File: src/cpr_pkg.sv
// ----------------------------------------------------------------------------
// cpr_pkg
// Shared widths, codes, word types and control structs for the clock page
// replacement block.
// ----------------------------------------------------------------------------
package cpr_pkg;

	localparam int PAGE_BITS  = 20;
	localparam int WS_SLOTS   = 16;
	localparam int SLOT_W     = 4;
	localparam int STATUS_W   = 3;
	localparam int WS_SIZE_W  = 5;
	localparam int CFG_IDX_W  = 1;
	localparam int CFG_DATA_W = 5;

	localparam logic [STATUS_W-1:0] STATUS_PLACED   = 3'd0;
	localparam logic [STATUS_W-1:0] STATUS_REPLACED = 3'd1;
	localparam logic [STATUS_W-1:0] STATUS_HIT      = 3'd2;
	localparam logic [STATUS_W-1:0] STATUS_MISS     = 3'd3;
	localparam logic [STATUS_W-1:0] STATUS_RESIDENT = 3'd4;

	localparam logic MODE_ACCESS = 1'b0;
	localparam logic MODE_FAULT  = 1'b1;

	localparam logic ALG_CLOCK    = 1'b0;
	localparam logic ALG_MODIFIED = 1'b1;

	localparam logic [CFG_IDX_W-1:0] CFG_ALGORITHM = 1'b0;
	localparam logic [CFG_IDX_W-1:0] CFG_WS_SIZE   = 1'b1;

	localparam logic [WS_SIZE_W-1:0] WS_SIZE_RST = 5'd16;

	typedef struct packed {
		logic                 mode;
		logic [PAGE_BITS-1:0] page_number;
		logic                 is_write;
	} in_word_t;

	typedef struct packed {
		logic [STATUS_W-1:0]  status;
		logic [SLOT_W-1:0]    slot;
		logic [PAGE_BITS-1:0] victim_page;
		logic                 writeback;
	} out_word_t;

	typedef enum logic [2:0] {
		OP_HIT,
		OP_MISS,
		OP_RESIDENT,
		OP_PLACE,
		OP_REPLACE
	} op_t;

	typedef struct packed {
		logic lookup_start;
		logic lookup_next;
		logic scan_start;
		logic scan_step;
		logic commit;
		op_t  op;
	} cmd_t;

	typedef struct packed {
		logic match;
		logic lookup_last;
		logic can_place;
		logic victim_found;
		logic mode;
	} sts_t;

endpackage

File: src/cpr_dp.sv
// ----------------------------------------------------------------------------
// cpr_dp
// Datapath: configuration registers, page memory, used and modified bits,
// lookup index, clock hand, victim scan pointer and output word register.
// ----------------------------------------------------------------------------
module cpr_dp #(
	parameter int WS_SLOTS = cpr_pkg::WS_SLOTS
) (
	input  logic                                clk,
	input  logic                                arst_n,
	input  logic                                cfg_we,
	input  logic [cpr_pkg::CFG_IDX_W-1:0]       cfg_index,
	input  logic [cpr_pkg::CFG_DATA_W-1:0]      cfg_data,
	input  cpr_pkg::in_word_t                   in_word,
	input  cpr_pkg::cmd_t                       cmd,
	output cpr_pkg::sts_t                       sts,
	output cpr_pkg::out_word_t                  out_word
);

	localparam int IW = $clog2(WS_SLOTS);
	localparam int FW = $clog2(WS_SLOTS + 1);
	localparam int CW = (FW > cpr_pkg::WS_SIZE_W) ? FW : cpr_pkg::WS_SIZE_W;
	localparam int PW = cpr_pkg::PAGE_BITS;
	localparam int SW = cpr_pkg::SLOT_W;
	localparam logic [CW-1:0] SLOTS_C = CW'(WS_SLOTS);
	localparam logic [FW-1:0] SLOTS_F = FW'(WS_SLOTS);

	logic                           alg_q;
	logic [cpr_pkg::WS_SIZE_W-1:0]  ws_size_q;
	logic [PW-1:0]                  page_q;
	logic                           mode_q;
	logic                           wr_q;
	logic [PW-1:0]                  page_mem_q [WS_SLOTS];
	logic [PW-1:0]                  rd_data_q;
	logic [WS_SLOTS-1:0]            used_q;
	logic [WS_SLOTS-1:0]            dirty_q;
	logic [IW-1:0]                  hand_q;
	logic [FW-1:0]                  fill_q;
	logic [IW-1:0]                  idx_q;
	logic [IW-1:0]                  ptr_q;
	logic [IW-1:0]                  cnt_q;
	logic                           phase_q;

	logic [CW-1:0]      ws_ext;
	logic [CW-1:0]      eff_size;
	logic [FW-1:0]      idx_inc;
	logic [FW-1:0]      ptr_inc;
	logic [IW-1:0]      ptr_nxt;
	logic [IW-1:0]      start;
	logic               cnt_last;
	logic [IW-1:0]      rd_addr;
	logic [IW-1:0]      wr_addr;
	logic               mem_we;
	cpr_pkg::out_word_t out_d;

	// config registers
	always_ff @(posedge clk or negedge arst_n) begin
		if (!arst_n) begin
			alg_q     <= cpr_pkg::ALG_CLOCK;
			ws_size_q <= cpr_pkg::WS_SIZE_RST;
		end else if (cfg_we) begin
			unique case (cfg_index)
				cpr_pkg::CFG_ALGORITHM: alg_q     <= cfg_data[0];
				cpr_pkg::CFG_WS_SIZE:   ws_size_q <= cfg_data[cpr_pkg::WS_SIZE_W-1:0];
			endcase
		end
	end

	// size clamp, lookup status and scan status
	always_comb begin
		ws_ext = CW'(ws_size_q);
		if (ws_size_q == '0) begin
			eff_size = CW'(1);
		end else if (ws_ext > SLOTS_C) begin
			eff_size = SLOTS_C;
		end else begin
			eff_size = ws_ext;
		end
		idx_inc  = FW'(idx_q) + FW'(1);
		ptr_inc  = FW'(ptr_q) + FW'(1);
		ptr_nxt  = (ptr_inc < fill_q) ? ptr_inc[IW-1:0] : '0;
		start    = (FW'(hand_q) < fill_q) ? hand_q : '0;
		cnt_last = (FW'(cnt_q) + FW'(1)) == fill_q;

		sts.match        = (FW'(idx_q) < fill_q) && (rd_data_q == page_q);
		sts.lookup_last  = idx_inc >= fill_q;
		sts.can_place    = CW'(fill_q) < eff_size;
		sts.victim_found = phase_q ? !used_q[ptr_q] : (!used_q[ptr_q] && !dirty_q[ptr_q]);
		sts.mode         = mode_q;
	end

	// page memory, one read and one write port
	always_comb begin
		if (cmd.lookup_start) begin
			rd_addr = '0;
		end else if (cmd.lookup_next) begin
			rd_addr = idx_inc[IW-1:0];
		end else begin
			rd_addr = ptr_q;
		end
		mem_we  = cmd.commit && (cmd.op == cpr_pkg::OP_PLACE || cmd.op == cpr_pkg::OP_REPLACE);
		wr_addr = (cmd.op == cpr_pkg::OP_PLACE) ? fill_q[IW-1:0] : ptr_q;
	end

	always_ff @(posedge clk) begin
		if (mem_we) begin
			page_mem_q[wr_addr] <= page_q;
		end
		rd_data_q <= page_mem_q[rd_addr];
	end

	// latched input word
	always_ff @(posedge clk) begin
		if (cmd.lookup_start) begin
			page_q <= in_word.page_number;
			mode_q <= in_word.mode;
			wr_q   <= in_word.is_write;
		end
	end

	// lookup index and scan pointer
	always_ff @(posedge clk or negedge arst_n) begin
		if (!arst_n) begin
			idx_q   <= '0;
			ptr_q   <= '0;
			cnt_q   <= '0;
			phase_q <= 1'b0;
		end else begin
			if (cmd.lookup_start) begin
				idx_q <= '0;
			end else if (cmd.lookup_next) begin
				idx_q <= idx_inc[IW-1:0];
			end
			if (cmd.scan_start) begin
				ptr_q   <= start;
				cnt_q   <= '0;
				phase_q <= (alg_q == cpr_pkg::ALG_CLOCK);
			end else if (cmd.scan_step) begin
				ptr_q <= ptr_nxt;
				if (cnt_last) begin
					cnt_q   <= '0;
					phase_q <= phase_q ? (alg_q == cpr_pkg::ALG_CLOCK) : 1'b1;
				end else begin
					cnt_q <= cnt_q + IW'(1);
				end
			end
		end
	end

	// slot state
	always_ff @(posedge clk or negedge arst_n) begin
		if (!arst_n) begin
			used_q  <= '0;
			dirty_q <= '0;
			hand_q  <= '0;
			fill_q  <= '0;
		end else begin
			if (cmd.scan_step && phase_q) begin
				used_q[ptr_q] <= 1'b0;
			end
			if (cmd.commit) begin
				case (cmd.op)
					cpr_pkg::OP_HIT: begin
						used_q[idx_q] <= 1'b1;
						if (wr_q) begin
							dirty_q[idx_q] <= 1'b1;
						end
					end
					cpr_pkg::OP_PLACE: begin
						used_q[fill_q[IW-1:0]]  <= 1'b0;
						dirty_q[fill_q[IW-1:0]] <= 1'b0;
						fill_q                  <= fill_q + FW'(1);
					end
					cpr_pkg::OP_REPLACE: begin
						used_q[ptr_q]  <= 1'b0;
						dirty_q[ptr_q] <= 1'b0;
						hand_q         <= ptr_nxt;
					end
					default: begin
					end
				endcase
			end
		end
	end

	// result word
	always_comb begin
		out_d = '0;
		case (cmd.op)
			cpr_pkg::OP_HIT: begin
				out_d.status = cpr_pkg::STATUS_HIT;
				out_d.slot   = SW'(idx_q);
			end
			cpr_pkg::OP_RESIDENT: begin
				out_d.status = cpr_pkg::STATUS_RESIDENT;
				out_d.slot   = SW'(idx_q);
			end
			cpr_pkg::OP_PLACE: begin
				out_d.status = cpr_pkg::STATUS_PLACED;
				out_d.slot   = SW'(fill_q);
			end
			cpr_pkg::OP_REPLACE: begin
				out_d.status      = cpr_pkg::STATUS_REPLACED;
				out_d.slot        = SW'(ptr_q);
				out_d.victim_page = rd_data_q;
				out_d.writeback   = dirty_q[ptr_q];
			end
			default: begin
				out_d.status = cpr_pkg::STATUS_MISS;
			end
		endcase
	end

	always_ff @(posedge clk) begin
		if (cmd.commit) begin
			out_word <= out_d;
		end
	end

`ifndef SYNTHESIS
	a_fill_max: assert property (@(posedge clk) disable iff (!arst_n)
		fill_q <= SLOTS_F)
		else $error("fill count beyond slot count");

	a_scan_in_ring: assert property (@(posedge clk) disable iff (!arst_n)
		cmd.scan_step |-> (FW'(ptr_q) < fill_q))
		else $error("scan pointer outside filled slots");

	a_place_grows: assert property (@(posedge clk) disable iff (!arst_n)
		(cmd.commit && cmd.op == cpr_pkg::OP_PLACE) |=> (fill_q == $past(fill_q) + FW'(1)))
		else $error("free placement did not grow the set");
`endif

endmodule

File: src/cpr_ctrl.sv
// ----------------------------------------------------------------------------
// cpr_ctrl
// Controller: sequences lookup, victim scan and commit of one word, and
// owns the handshake flags of both channels.
// ----------------------------------------------------------------------------
module cpr_ctrl (
	input  logic          clk,
	input  logic          arst_n,
	input  logic          in_valid,
	output logic          in_stall,
	output logic          out_valid,
	input  logic          out_stall,
	input  cpr_pkg::sts_t sts,
	output cpr_pkg::cmd_t cmd
);

	typedef enum logic [3:0] {
		ST_IDLE   = 4'b0001,
		ST_LOOKUP = 4'b0010,
		ST_SCAN   = 4'b0100,
		ST_FINISH = 4'b1000
	} state_t;

	state_t            state_q;
	state_t            state_d;
	cpr_pkg::op_t      op_q;
	cpr_pkg::op_t      op_d;
	logic              out_valid_q;

	always_comb begin
		state_d          = state_q;
		op_d             = op_q;
		cmd              = '0;
		cmd.op           = op_q;
		unique case (state_q)
			ST_IDLE: begin
				if (in_valid) begin
					cmd.lookup_start = 1'b1;
					state_d          = ST_LOOKUP;
				end
			end
			ST_LOOKUP: begin
				if (sts.match) begin
					op_d    = (sts.mode == cpr_pkg::MODE_FAULT) ? cpr_pkg::OP_RESIDENT
						: cpr_pkg::OP_HIT;
					state_d = ST_FINISH;
				end else if (sts.lookup_last) begin
					if (sts.mode == cpr_pkg::MODE_ACCESS) begin
						op_d    = cpr_pkg::OP_MISS;
						state_d = ST_FINISH;
					end else if (sts.can_place) begin
						op_d    = cpr_pkg::OP_PLACE;
						state_d = ST_FINISH;
					end else begin
						cmd.scan_start = 1'b1;
						state_d        = ST_SCAN;
					end
				end else begin
					cmd.lookup_next = 1'b1;
				end
			end
			ST_SCAN: begin
				if (sts.victim_found) begin
					op_d    = cpr_pkg::OP_REPLACE;
					state_d = ST_FINISH;
				end else begin
					cmd.scan_step = 1'b1;
				end
			end
			ST_FINISH: begin
				if (!out_valid_q || !out_stall) begin
					cmd.commit = 1'b1;
					state_d    = ST_IDLE;
				end
			end
			default: begin
				state_d = ST_IDLE;
			end
		endcase
	end

	always_ff @(posedge clk or negedge arst_n) begin
		if (!arst_n) begin
			state_q     <= ST_IDLE;
			op_q        <= cpr_pkg::OP_MISS;
			out_valid_q <= 1'b0;
		end else begin
			state_q <= state_d;
			op_q    <= op_d;
			if (cmd.commit) begin
				out_valid_q <= 1'b1;
			end else if (!out_stall) begin
				out_valid_q <= 1'b0;
			end
		end
	end

	assign in_stall  = (state_q != ST_IDLE);
	assign out_valid = out_valid_q;

`ifndef SYNTHESIS
	a_accept_lookup: assert property (@(posedge clk) disable iff (!arst_n)
		(in_valid && !in_stall) |=> (state_q == ST_LOOKUP))
		else $error("accepted word did not start a lookup");

	a_commit_free: assert property (@(posedge clk) disable iff (!arst_n)
		cmd.commit |-> (!out_valid_q || !out_stall))
		else $error("commit over an untaken result word");

	a_out_from_commit: assert property (@(posedge clk) disable iff (!arst_n)
		$rose(out_valid_q) |-> $past(cmd.commit))
		else $error("result word raised without a commit");
`endif

endmodule

File: src/clock_page_replacement.sv
// ----------------------------------------------------------------------------
// clock_page_replacement
// Working-set page replacement with a clock hand: resident page lookup,
// free-slot placement and plain or modified clock victim selection.
// ----------------------------------------------------------------------------
// Each word is handled one at a time. After a word is taken the block reads
// the page memory one slot a cycle from slot 0 until the lowest matching
// resident page or the last filled slot. A fault that needs a victim then
// walks the clock hand one slot a cycle. A commit step then updates the state
// and loads the result word once the output register is free or being taken.
// The single read port of the page memory and the single scan pointer set
// this pace. The next word is taken in the cycle after the commit, while the
// result word may still wait in its output register.
module clock_page_replacement #(
	parameter int WS_SLOTS = cpr_pkg::WS_SLOTS
) (
	input  logic                           clk,
	input  logic                           arst_n,
	input  logic                           cfg_we,
	input  logic [cpr_pkg::CFG_IDX_W-1:0]  cfg_index,
	input  logic [cpr_pkg::CFG_DATA_W-1:0] cfg_data,
	input  logic                           in_valid,
	output logic                           in_stall,
	input  cpr_pkg::in_word_t              in_word,
	output logic                           out_valid,
	input  logic                           out_stall,
	output cpr_pkg::out_word_t             out_word
);

	cpr_pkg::cmd_t cmd;
	cpr_pkg::sts_t sts;

	cpr_ctrl u_ctrl (
		.clk       (clk),
		.arst_n    (arst_n),
		.in_valid  (in_valid),
		.in_stall  (in_stall),
		.out_valid (out_valid),
		.out_stall (out_stall),
		.sts       (sts),
		.cmd       (cmd)
	);

	cpr_dp #(
		.WS_SLOTS (WS_SLOTS)
	) u_dp (
		.clk       (clk),
		.arst_n    (arst_n),
		.cfg_we    (cfg_we),
		.cfg_index (cfg_index),
		.cfg_data  (cfg_data),
		.in_word   (in_word),
		.cmd       (cmd),
		.sts       (sts),
		.out_word  (out_word)
	);

endmodule

File: config.mk
export PLATFORM = sky130hd
export DESIGN_NAME = clock_page_replacement
export DESIGN_NICKNAME = d
export VERILOG_FILES = /design/src/cpr_pkg.sv /design/src/cpr_dp.sv /design/src/cpr_ctrl.sv /design/src/clock_page_replacement.sv
export SDC_FILE = /design/constraint.sdc
export NUM_CORES = 1
export LEC_CHECK = 0
export BUFFER_PORTS_ARGS = -buffer_cell sky130_fd_sc_hd__buf_4
export CAP_MARGIN = 20
export CORE_MARGIN = 3
export CORE_UTILIZATION = 60
export DETAILED_ROUTE_END_ITERATION = 8
export PLACE_DENSITY = 0.87
export SLEW_MARGIN = 20
export SYNTH_ARGS = -nofsm -noshare
export SYNTH_HDL_FRONTEND = slang
export SYNTH_HIERARCHICAL = 1
export SYNTH_SLANG_ARGS = --single-unit
File: constraint.sdc
create_clock -name clk -period 5.75 [get_ports clk]
set_input_delay 1.15 -clock clk [delete_from_list [all_inputs] [get_ports clk]]
set_output_delay 1.15 -clock clk [all_outputs]
set_load 0.005 [all_outputs]
# Word level (Yosys, flattened, before mapping)

Memories as Yosys holds them, arrays and structs flattened. A register that Yosys moved wholly into a read port is not among the register bits.
Cells that the tools add are included.

RAM bits: 320
Register bits after elaboration: 118
Word-level logic and storage cells: 162
Memories: 1
Output and inout port bits: 30

Memory list:

| memory          | words | width | rd ports | clocked after memory_dff | write ports | line         | source |
|---|---|---|---|---|---|---|---|
| u_dp.page_mem_q | 16    | 20    | 1        | 1                        | 1           | cpr_dp.sv:33 | `logic [PW-1:0] page_mem_q [WS_SLOTS];` |

Bitwise gates (word level): 11
Order comparisons: 12
Eq/ne operators: 17
Muxes and demuxes: 67
Reductions and logical operators: 29
Add/sub/neg operators: 5

Operators by type and width:

| cell                  | count |
|---|---|
| $pmux W16 S3          | 2 |
| $and A16 B16 Y16      | 5 |
| $mux W4               | 19 |
| $mux W16              | 3 |
| $not A16 Y16          | 2 |
| $or A16 B16 Y16       | 2 |
| $mux W1               | 24 |
| $eq A20 B20 Y1        | 1 |
| $pmux W4 S4           | 1 |
| $add A4 B1 Y5 const B | 3 |
| $lt A4 B5 Y1 const B  | 3 |
| $mux W3               | 5 |
| $demux W1 S4          | 3 |
| $ge A4 B1 Y1 const B  | 3 |
| $pmux W3 S4           | 1 |
| $pmux W4 S3           | 1 |
| $lt A4 B5 Y1          | 2 |
| $lt A5 B5 Y1          | 2 |
| $mux W5               | 2 |
| $reduce_and A2 Y1     | 5 |
| $bmux W1 S4           | 2 |
| $reduce_and A4 Y1     | 2 |
| $reduce_bool A2 Y1    | 4 |
| $logic_and A1 B1 Y1   | 7 |
| other kinds (26)      | 37 |

# Depth between registers and ports, before layout

Gate-level depths: netlist of run 1.

Depth in word-level cells: 12
Mapped depth: 19
Gate-level depth less buffers: 16

# Modules after synthesis

Netlist of run 1, hierarchy kept.

Modules (own cells, without submodules):

| module   | sequential area each (µm²) | cells each | area an instance (µm²) | times used |
|---|---|---|---|---|
| cpr_dp   | 13,013.7                   | 1,413      | 19,047.0               | 1 |
| cpr_ctrl | 202.7                      | 46         | 518.0                  | 1 |

# Worst setup path after synthesis of run 1

OpenSTA, ideal clock, no wires.

Kind: input port to flip-flop
From: input port out_stall
To: memory u_dp/page_mem_q[0][0] (netlist name), enable pin
Stages: 5
Setup slack: 1,161 ps
Data arrival time: 4,193 ps
Buffers on the path: 1
Data required time: 5,353 ps
Cell sequence: a21oi_1 > clkbuf_1 > and2_1 > o21ai_0 > nor2_1

Word-level cells in the longest chain between the ends: 7

RTL lines:

| what                          | line                         | source |
|---|---|---|
| start: declaration            | clock_page_replacement.sv:26 | `input logic out_stall,` |
| $logic_not A1 Y1              | cpr_ctrl.sv:71               | `if (!out_valid_q \|\| !out_stall) begin` |
| $logic_or A1 B1 Y1            | cpr_ctrl.sv:71               |  |
| $mux W1                       | cpr_ctrl.sv:71               |  |
| $mux W1                       | cpr_ctrl.sv:35               | `unique case (state_q)` |
| $logic_and A1 B1 Y1           | cpr_dp.sv:101                | `mem_we = cmd.commit && (cmd.op == cpr_pkg::OP_PLACE \|\| cmd.op == cpr_pkg::OP_REPLACE);` |
| $mux W1                       | cpr_dp.sv:106                | `if (mem_we) begin` |
| $mux W1 (not written as such) | cpr_dp.sv:107                | `page_mem_q[wr_addr] <= page_q;` |
| end: declaration              | cpr_dp.sv:33                 |  |

Every way passes these cells.

==> impl_metrics.yaml, run 1 <==
status:
  outcome: "finished clean"
worst_setup_path:
  crit_path_top_delay_cell: "nor4_1"
  delay_of_the_slowest_cell_on_the_worst_path_ps: 730
  startpoint_type: "flip-flop"
  timing.critical_path.cells: "inv_1 -> ha_1 -> nor2b_1 -> o21ai_0 -> nand2b_1 -> a21oi_1 -> nor2_1 -> nor4_1 -> nor2_1 -> and2_1 -> nor2b_2 -> o21ai_4 -> buf_4 -> mux2i_1 -> a221oi_1 -> a21oi_1 -> a21oi_1"
  crit_arrival_ps: 5660
  critPathLaunch: "u_dp/fill_q[1]"
  worstReg2RegStart: "u_dp/fill_q[1]"
  criticalPathCategory: "flip-flop to flip-flop"
  crit_buf_inv: 2
  timing.reg2reg.worst_path_depth: 17
  cp-end-kind: "flip-flop"
  maximum_fanout_encountered_on_the_critical_timing_path: 37
  rr_endpoint: "u_dp/rd_data_q[10]"
  crit_family: "simple AND/OR/NAND/NOR gates"
  crit_top_cell: "a21oi_1"
  ff2ff_setup_slack_ps: 500
  cp.required_ps: 6160
min_path:
  min_from: "u_dp/ws_ext[0]"
  hold_path_class: "flip-flop to flip-flop"
  whs_path_depth: 1
  worst_hold_path.endpoint: "u_dp/ws_ext[0]"
synth:
  postSynthCellCount: 1459
  mappedNetlistNets: 1525
  synth_largest_type_area_fraction_pct: 56.79
  yosys-top-cells-count: "edfxtp_1 (370), a21oi_1 (174), nand2_1 (163), dfrtp_1 (65)"
  synth_area_leaders: "edfxtp_1 (57%), dfrtp_1 (8.3%), a21oi_1 (4.5%)"
  yosysUniqueCellTypes: 69
  yosysMostFrequentCell: "edfxtp_1"
  syn_avg_cell_area_sq_um: 13.41
  synth_top_area_cell: "edfxtp_1"
  synth_flop_cell: "edfxtp_1"
  synth_seq_area_share_pct: 67.55
  ys_seq_elements: 458
  synthesis.area_sq_mm: 0.01957
  yosys_warnings: 6
  asyncSetResetFlopFracSynth_pct: 14.85
  synth_edf_count: 370
cells_and_area:
  area_delta_synth_final_pct: 12.72
  drive_above_1_share_pct: 14.39
  antenna_cells: 0
  final_net_count: 1578
floorplan:
  die_width_um: 186.6
  die_area_sq_mm: 0.03481
  core_sq_mm: 0.03188
  ios: 63
  die_height_um: 186.6
  floorplan.initialDensity_pct: 61.37
  fp-row-count: 65
pwr:
  seqPwrFrac_pct: 40.9
  power_dissipated_by_switching_net_loads_uw: 3744
  ratio_of_total_power_to_cell_area_mw_per_mm2: 483.4
  internal_power_uw: 6916
  max-vdd-ir-drop_mv: 0.4455
  power_leakage_uw: 0.007990
  p_sw_share_pct: 35.12
  comb_power_share_pct: 30.5
  power.clock.fraction_pct: 28.6
timing:
  timing_hold_violations_final: 0
  worst_hold_slack_ps: 525.2
  final.min_clock_period_ps: 5250
  timing.final.crit_share_pct: 91.30
  maxSlewViolCount: 0
  rsz0062_at_grt: "false"
  tightest_slew_ps: 1072
  fin_setup_tns_ps: 0
  finClkSkew_ps: 22.55
  maxClockFrequency_ghz: 0.1905
  timing.slew.headroom_pct: 27.55
  finalSetupViolCount: 0
routing:
  wl_per_cell_um: 25.10
  totalWireLength_um: 49820
  detail_route.first_pass.iterations: 6
  drc: 0
  drt_first_iter_violations: 1945
  routed-via-count: 13380
  drt-vias-per-instance: 6.742
  drtAntennaViolNets: 0
placed_design:
  placement.io_buffers: 62
  globalplace.congestion: 0.9614
  hpwl_um: 28860
clock_network:
  count_of_hold_fix_buffers_inserted_at_cts: 0
  cts_setup_buffers: 0
  clk_pin_slew_worst_paths_ps: 60
  cts_tree: "yes"
  cts.sink_count: 458
  cts.htree.levels: 2
  cts-resized-gates: 0
  clock_latency_ps: 570
  num_cts_buffers: 46
  ctsLongestPathBuffers: 3
  cts_root_buffer: "clkbuf_16"
grt:
  grt-ovfl-total: 0
  antenna_found_initial: 2
  vias_in_the_first_global_route: 13210
  grt_usage_pct: 28.19
  grt_start_max_net_pins: 105
  grt_first_pass_wirelength_um: 76620
run:
  cap_violations: 0
==> final cells by class <==
type	instances	area, sq um
Sequential cell	458	13220
Fill cell	2045	9827
Multi-Input combinational cell	893	5914
Clock buffer	56	1199
Timing Repair Buffer	93	760.7
Tap cell	435	544.3
Clock inverter	30	344.1
Inverter	20	75.07
==> worst max-delay path by stage <==
stage / end / slack, ps / cells after the start
floorplan: u_dp/page_mem_q[0][0] / 1160 / 5
global placement: u_dp/rd_data_q[6] / 940 / 17
detailed placement: u_dp/rd_data_q[6] / 750 / 17
CTS: u_dp/rd_data_q[10] / 580 / 17
global route: u_dp/rd_data_q[10] / 300 / 17
finish: u_dp/rd_data_q[10] / 500 / 17
==> sequential cells by signal, indices dropped and copies added (netlist names), 5 cells and up <==
| signal | count |
|---|---|
| u_dp/used_q | 16 |
| u_dp/dirty_q | 16 |
| u_dp/page_mem_q | 320 |
| u_dp/fill_q | 5 |
| u_dp/out_word | 28 |
| u_dp/rd_data_q | 20 |
| u_dp/page_q | 20 |
| u_dp/ws_ext | 5 |
==> stage by stage <==
step	cell area, sq um	power, uW	cells	setup WS [ps]	utilization [%]
6_report	22050	10660	1985	500.0	69.18
4_1_cts	22050	10590	1985	584.9	69.17
3_5_place_dp	20510	7514	1899	751.3	64.33
2_1_floorplan	19570	6609	1459	1161	-
5_1_grt	22050	11100	1985	296.0	69.18
3_3_place_gp	20510	7337	1899	938.3	64.33
==> metal layers <==
| metal | wire length [um] | global-route usage, % |
|---|---|---|
| met5 | 0 | 0 |
| met4 | 1814 | 11.86 |
| met3 | 6115 | 6.688 |
| met2 | 23260 | 43.67 |
| met1 | 18640 | 38.89 |
==> cells by family after synthesis <==
kind of cell | Yosys count | share of synthesized area (%)
multiplexers | 81 | 4.950
flip-flops | 458 | 67.55
XOR/XNOR | 37 | 1.656
buffers and inverters | 108 | 2.648
AO/OA/AOI/OAI | 371 | 12.13
AND/OR/NAND/NOR | 371 | 8.953
adder cells (fa/ha/maj) | 33 | 2.110
==> power groups by stage <==
stage                     registers (uW)  clock network (uW)  logic (uW)
after floorplan                     4200                   0        2410
after global placement              4380                   0        2960
after detailed placement            4400                   0        3110
after CTS                           4340                3070        3190
after global routing                4390                3210        3510
final                               4360                3040        3260
==> layout by cell type, fill, tap and decap left out, drive strengths merged, types with 19 or more instances in the layout <==
master and n:
a21oi 175, clkbuf 56, clkinv 20, a31oi 20
a221oi 58, o21ai 55, and3 43, nor3 28
mux2i 60, dfrtp 65, edfxtp 370, xor2 19
inv 23, a32oi 20, nor2 60, nand3 20
nand2 164, ha 33, buf 93, dfxtp 20
No activity file was read; power rests on OpenSTA's default activity.
==> run 2, diff against run 1 <==
- clock period: 5.75 -> 6.41 ns (I/O delays scaled with it)
==> run 2 against run 1 <==
  * Non-clock buffer count decreased by 4
  * Clock skew decreased by 7.2 ps
  * Clock-buffer cell count increased by 13
  * Register-to-register slack improved by 250 ps
  * Cell area about the same
  * Critical path depth unchanged
  * Routed wire length decreased by 0.99%
  * Critical path type unchanged
  * Largest cell class unchanged
  * Largest power group unchanged
==> impl_metrics.yaml, run 2 (same netlist as run 1, synthesis figures left out) <==
status:
  outcome: "finished clean"
placed_design:
  globalplace.congestion: 0.9661
  placement.io_buffers: 62
  dp_cells: 1893
  hpwl_um: 28070
floorplan:
  die_height_um: 186.6
  core_sq_mm: 0.03188
  die_area_sq_mm: 0.03481
  fp-row-count: 65
  floorplan.initialDensity_pct: 61.37
  die_width_um: 186.6
  ios: 63
routing:
  drt_first_iter_violations: 1597
  routed-via-count: 13100
  detail_route.first_pass.iterations: 7
  drtAntennaViolNets: 0
  totalWireLength_um: 49330
  drc: 0
  wl_per_cell_um: 24.93
  drt-vias-per-instance: 6.621
timing:
  tightest_slew_ps: 1120
  maxSlewViolCount: 0
  rsz0062_at_grt: "false"
  timing.slew.headroom_pct: 24.57
  final.min_clock_period_ps: 5661
  finClkSkew_ps: 15.31
  finalSetupViolCount: 0
  timing.final.crit_share_pct: 88.32
  maxClockFrequency_ghz: 0.1766
  timing_hold_violations_final: 0
  fin_setup_tns_ps: 0
grt:
  vias_in_the_first_global_route: 12900
  antenna_found_initial: 4
  grt_start_max_net_pins: 99
  grt_first_pass_wirelength_um: 74460
  grt-ovfl-total: 0
  grt_usage_pct: 27.67
clock_network:
  clk_pin_slew_worst_paths_ps: 60
  cts_tree: "yes"
  num_cts_buffers: 46
  cts.htree.levels: 2
  cts_root_buffer: "clkbuf_16"
  cts-resized-gates: 0
  clock_latency_ps: 570
  count_of_hold_fix_buffers_inserted_at_cts: 0
  cts_setup_buffers: 0
  ctsLongestPathBuffers: 3
  cts.sink_count: 458
worst_setup_path:
  crit_buf_inv: 2
  ff2ff_setup_slack_ps: 750
  crit_family: "simple AND/OR/NAND/NOR gates"
  cp.required_ps: 6910
  maximum_fanout_encountered_on_the_critical_timing_path: 39
  timing.reg2reg.worst_path_depth: 17
  criticalPathCategory: "flip-flop to flip-flop"
  crit_top_cell: "a21oi_1"
  crit_path_top_delay_cell: "nor4_1"
  delay_of_the_slowest_cell_on_the_worst_path_ps: 730
  cp-end-kind: "flip-flop"
  worstReg2RegStart: "u_dp/fill_q[1]"
  timing.critical_path.cells: "inv_1 -> ha_1 -> nor2b_1 -> o21ai_0 -> nand2b_1 -> a21oi_1 -> nor2_1 -> nor4_1 -> nor2_1 -> and2_1 -> nor2b_2 -> o21ai_4 -> buf_4 -> nand2_1 -> a221oi_1 -> a21oi_1 -> a21oi_1"
  crit_arrival_ps: 6160
  startpoint_type: "flip-flop"
  rr_endpoint: "u_dp/rd_data_q[16]"
cells_and_area:
  final_net_count: 1574
  max_flop_register: "u_dp/page_mem_q"
  fillCellCount: 2065
  top_regs: "u_dp/page_mem_q (320), u_dp/out_word (28)"
  sequential_cell_area_sq_mm: 0.01322
  antenna_cells: 0
  area_used_by_multi_input_combinational_logic_sq_mm: 0.005954
  area_delta_synth_final_pct: 12.73
  final_cell_mix: "edfxtp_1 (370), a21oi_1 (173), nand2_1 (162), buf_4 (81), dfrtp_1 (65)"
  drive_above_1_share_pct: 13.80
  largest_register_ffs: 320
  postLayoutCoreUtil_pct: 69.18
  most_frequent_standard_cell_in_the_layout_excluding_fill_and_tap_cells: "edfxtp_1"
  stdcell_count: 1979
min_path:
  whs_path_depth: 1
  min_from: "u_dp/ws_ext[0]"
  hold_path_class: "flip-flop to flip-flop"
  worst_hold_path.endpoint: "u_dp/ws_ext[0]"
pwr:
  ratio_of_total_power_to_cell_area_mw_per_mm2: 432.5
  max-vdd-ir-drop_mv: 0.2697
  power_leakage_uw: 0.007946
run:
  cap_violations: 0
[run 2: cell count changes in the layout (fill, tap and decap cells not counted), moves of 2 or more]
cell       before  now
clkbuf_1        9   18
nor2_2         17    9
nor2_4          1    9
buf_4          88   81
clkinv_1       10    5
clkinv_2        8    3
clkbuf_8        1    4
buf_12          5    7
bufinv_16       6    4
[run 2: how the worst max path moves through the flow]
| stage | to | slack [ps] | from | depth (start not counted) |
|---|---|---|---|---|
| final | u_dp/rd_data_q[16] | 750 | u_dp/fill_q[1] | 17 |
| after CTS | u_dp/rd_data_q[16] | 890 | u_dp/fill_q[1] | 17 |
| after global placement | u_dp/rd_data_q[4] | 1340 | u_dp/fill_q[1] | 17 |
| after floorplan | u_dp/page_mem_q[0][0] | 1690 | out_stall | 5 |
| after detailed placement | u_dp/rd_data_q[14] | 990 | u_dp/fill_q[1] | 17 |
| after global routing | u_dp/rd_data_q[16] | 450 | u_dp/fill_q[1] | 17 |
[run 2: metal layers]
metal	GRT usage, %	vias up	routed length [um]
met5	0	-	11
met4	10.85	2	1801
met3	5.467	158	6065
met2	44.02	931	23120
met1	38.24	6355	18330
li1	-	5657	-
[run 2: layout make-up]
type | count | area share [%]
multi-input combinational | 893 | 27.00
timing repair buffer | 89 | 3.517
clock inverter | 15 | 0.8623
clock buffer | 69 | 5.889
inverter | 20 | 0.3404
tap | 435 | 2.468
sequential | 458 | 59.93
[run 2: power breakdown]
| group | leakage (uW) | internal [uW] | switching [uW] | total [uW] |
|---|---|---|---|---|
| clock network | 0.000720 | 1560 | 1110 | 2670 |
| registers | 0.00429 | 3550 | 371 | 3920 |
| logic | 0.00293 | 1100 | 1850 | 2950 |
| total | 0.00795 | 6210 | 3320 | 9540 |
[run 2: metrics by stage]
stage	setup slack, ps	hold slack [ps]	total power [uW]	instance area (sq um)
after global placement	1344	497.2	6612	20520
after global routing	445.9	538.6	9943	22050
after CTS	892.9	519.2	9451	22000
after floorplan	1689	477.6	5928	19570
final	748.7	516.0	9539	22050
after detailed placement	992.9	502.2	6750	20520
==> run 3, diff against run 2 <==
- GPL_TIMING_DRIVEN: default -> 0
==> run 3 against run 2 <==
  * Die area did not move
  * Final cell count rose by 3.7%
  * Setup slack got worse by 170 ps
  * Sequential share of layout area decreased by 0.87 points
  * Global-route usage is 1.6 points higher
  * Critical path depth stayed put
  * Clock-buffer cell count down 8
  * Register-to-register slack worse by 170 ps
  * First-iteration DRC count is 34% higher
  * Total power grew 4.9%
  * Clock skew up 15 ps
  * Via count up 5.1%
  * Critical path type unchanged
  * Critical endpoint is now u_dp/rd_data_q[2]
  * Largest cell class unchanged
  * Largest power group unchanged
==> impl_metrics.yaml, run 3 (same netlist as run 1, synthesis figures left out) <==
status:
  outcome: "finished clean"
clock_network:
  cts-resized-gates: 0
  ctsLongestPathBuffers: 3
  cts.htree.levels: 2
  count_of_hold_fix_buffers_inserted_at_cts: 0
  cts_setup_buffers: 0
  cts_tree: "yes"
  clk_pin_slew_worst_paths_ps: 60
  num_cts_buffers: 46
  clock_latency_ps: 580
  cts_root_buffer: "clkbuf_16"
  cts.sink_count: 458
timing:
  maxSlewViolCount: 0
  fin_setup_tns_ps: 0
  finalSetupViolCount: 0
  finClkSkew_ps: 30.79
  tightest_slew_ps: 1248
  timing_hold_violations_final: 0
  maxClockFrequency_ghz: 0.1715
  final.min_clock_period_ps: 5833
  timing.slew.headroom_pct: 16.05
  rsz0062_at_grt: "false"
  timing.final.crit_share_pct: 90.99
routing:
  wl_per_cell_um: 25.40
  totalWireLength_um: 52140
  drt-vias-per-instance: 6.710
  drc: 0
  drtAntennaViolNets: 0
  routed-via-count: 13780
  detail_route.first_pass.iterations: 6
  drt_first_iter_violations: 2138
pwr:
  ratio_of_total_power_to_cell_area_mw_per_mm2: 446.9
  power.clock.fraction_pct: 27.2
  internal_power_uw: 6283
  max-vdd-ir-drop_mv: 0.2716
  power_dissipated_by_switching_net_loads_uw: 3720
  comb_power_share_pct: 34.2
  seqPwrFrac_pct: 38.5
  power_leakage_uw: 0.008146
  p_sw_share_pct: 37.19
cells_and_area:
  final_net_count: 1645
  drive_above_1_share_pct: 15.28
  largest_register_ffs: 320
  final_cell_mix: "edfxtp_1 (370), a21oi_1 (173), nand2_1 (163), buf_4 (70), dfrtp_1 (65)"
  top_regs: "u_dp/page_mem_q (320), u_dp/out_word (28)"
  most_frequent_standard_cell_in_the_layout_excluding_fill_and_tap_cells: "edfxtp_1"
  fillCellCount: 2009
  area_delta_synth_final_pct: 14.39
  stdcell_count: 2053
  max_flop_register: "u_dp/page_mem_q"
worst_setup_path:
  worstReg2RegStart: "u_dp/fill_q[1]"
  cp.required_ps: 6820
  maximum_fanout_encountered_on_the_critical_timing_path: 10
  crit_path_top_delay_cell: "nor4_1"
  critical_path_depth: 17
  timing.reg2reg.worst_path_depth: 17
  critPathLaunch: "u_dp/fill_q[1]"
  crit_arrival_ps: 6240
  timing.critical_path.cells: "inv_1 -> ha_1 -> nor2b_1 -> o21ai_0 -> nand2b_1 -> a21oi_1 -> nor2_1 -> nor4_1 -> nor2_1 -> and2_1 -> nand2b_1 -> a21oi_4 -> buf_6 -> clkbuf_1 -> a221oi_1 -> nor3_1 -> a21oi_1"
  delay_of_the_slowest_cell_on_the_worst_path_ps: 1070
  rr_endpoint: "u_dp/rd_data_q[2]"
  worst_setup_path_endpoint: "u_dp/rd_data_q[2]"
  startpoint_type: "flip-flop"
  cp-end-kind: "flip-flop"
  crit_family: "simple AND/OR/NAND/NOR gates"
  ff2ff_setup_slack_ps: 580
  crit_buf_inv: 3
  criticalPathCategory: "flip-flop to flip-flop"
floorplan:
  fp-row-count: 65
  die_width_um: 186.6
  core_sq_mm: 0.03188
  ios: 63
  die_area_sq_mm: 0.03481
  floorplan.initialDensity_pct: 61.37
  die_height_um: 186.6
placed_design:
  dp_cells: 1966
  globalplace.congestion: 0.9155
  placement.io_buffers: 62
  hpwl_um: 33940
grt:
  grt_start_max_net_pins: 69
  antenna_found_initial: 0
  grt-ovfl-total: 0
  vias_in_the_first_global_route: 13290
  grt_usage_pct: 29.28
  grt_first_pass_wirelength_um: 79010
min_path:
  hold_path_class: "flip-flop to flip-flop"
run:
  cap_violations: 0
==> run 3: cell types whose count changed in the layout (fill, tap and decap cells not counted), moves of 2 or more <==
cell	delta
buf_2	+34
buf_8	+7
clkinv_1	+2
buf_1	+2
clkbuf_1	+31
clkbuf_2	+2
buf_4	-11
clkinv_16	+2
buf_12	-7
buf_6	+7
clkinv_2	+4
==> run 3: power by group through the flow <==
stage	logic (uW)	clock network (uW)	registers, uW
6_report	3420	2720	3860
5_1_grt	3600	2870	3880
4_1_cts	3270	2740	3840
3_5_place_dp	3200	0	3890
3_3_place_gp	3060	0	3880
2_1_floorplan	2160	0	3770
==> run 3: cell type report <==
class | instances | area (sq um) | share of cell area [%]
flip-flops and latches | 458 | 13220 | 59.05
multi-input cells | 893 | 5924 | 26.47
clock buffers | 61 | 1237 | 5.529
repair buffers | 72 | 620.6 | 2.773
well taps | 435 | 544.3 | 2.432
plain buffers | 88 | 442.9 | 1.979
clock inverters | 25 | 316.6 | 1.414
inverters | 20 | 75.07 | 0.3354
diodes | 1 | 2.502 | 0.01118
==> run 3: stage by stage <==
step           power (uW)  setup slack [ps]  cell area (sq um)  hold WS, ps  util (%)
2_1_floorplan        5928              1689              19570        477.6         -
3_3_place_gp         6936             32.69              20570        499.7     64.54
3_5_place_dp         7098             976.5              20820        502.6     65.32
4_1_cts              9850              1033              22380        516.8     70.19
5_1_grt             10340             620.3              22380        528.5     70.19
6_report            10000             577.5              22380        517.8     70.20
==> run 3: layer usage <==
| layer | routed length (um) | track usage (%) | vias to the layer above |
|---|---|---|---|
| met5 | 0 | 0 | - |
| met4 | 1631 | 9.305 | 0 |
| met3 | 7118 | 6.895 | 150 |
| met2 | 23500 | 45.17 | 1105 |
| met1 | 19880 | 41.97 | 6709 |
| li1 | - | - | 5811 |
==> run 3: worst min-delay path by stage <==
stage                     slack, ps           start        endpoint  cells after the start
final                           520  u_dp/ws_ext[0]  u_dp/ws_ext[0]                      1
after global routing            530  u_dp/ws_ext[0]  u_dp/ws_ext[0]                      1
after CTS                       520  u_dp/ws_ext[0]  u_dp/ws_ext[0]                      1
after detailed placement        500  u_dp/ws_ext[0]  u_dp/ws_ext[0]                      1
after global placement          500  u_dp/hand_q[3]  u_dp/hand_q[3]                      2
after floorplan                 480  u_dp/hand_q[1]  u_dp/hand_q[1]                      2
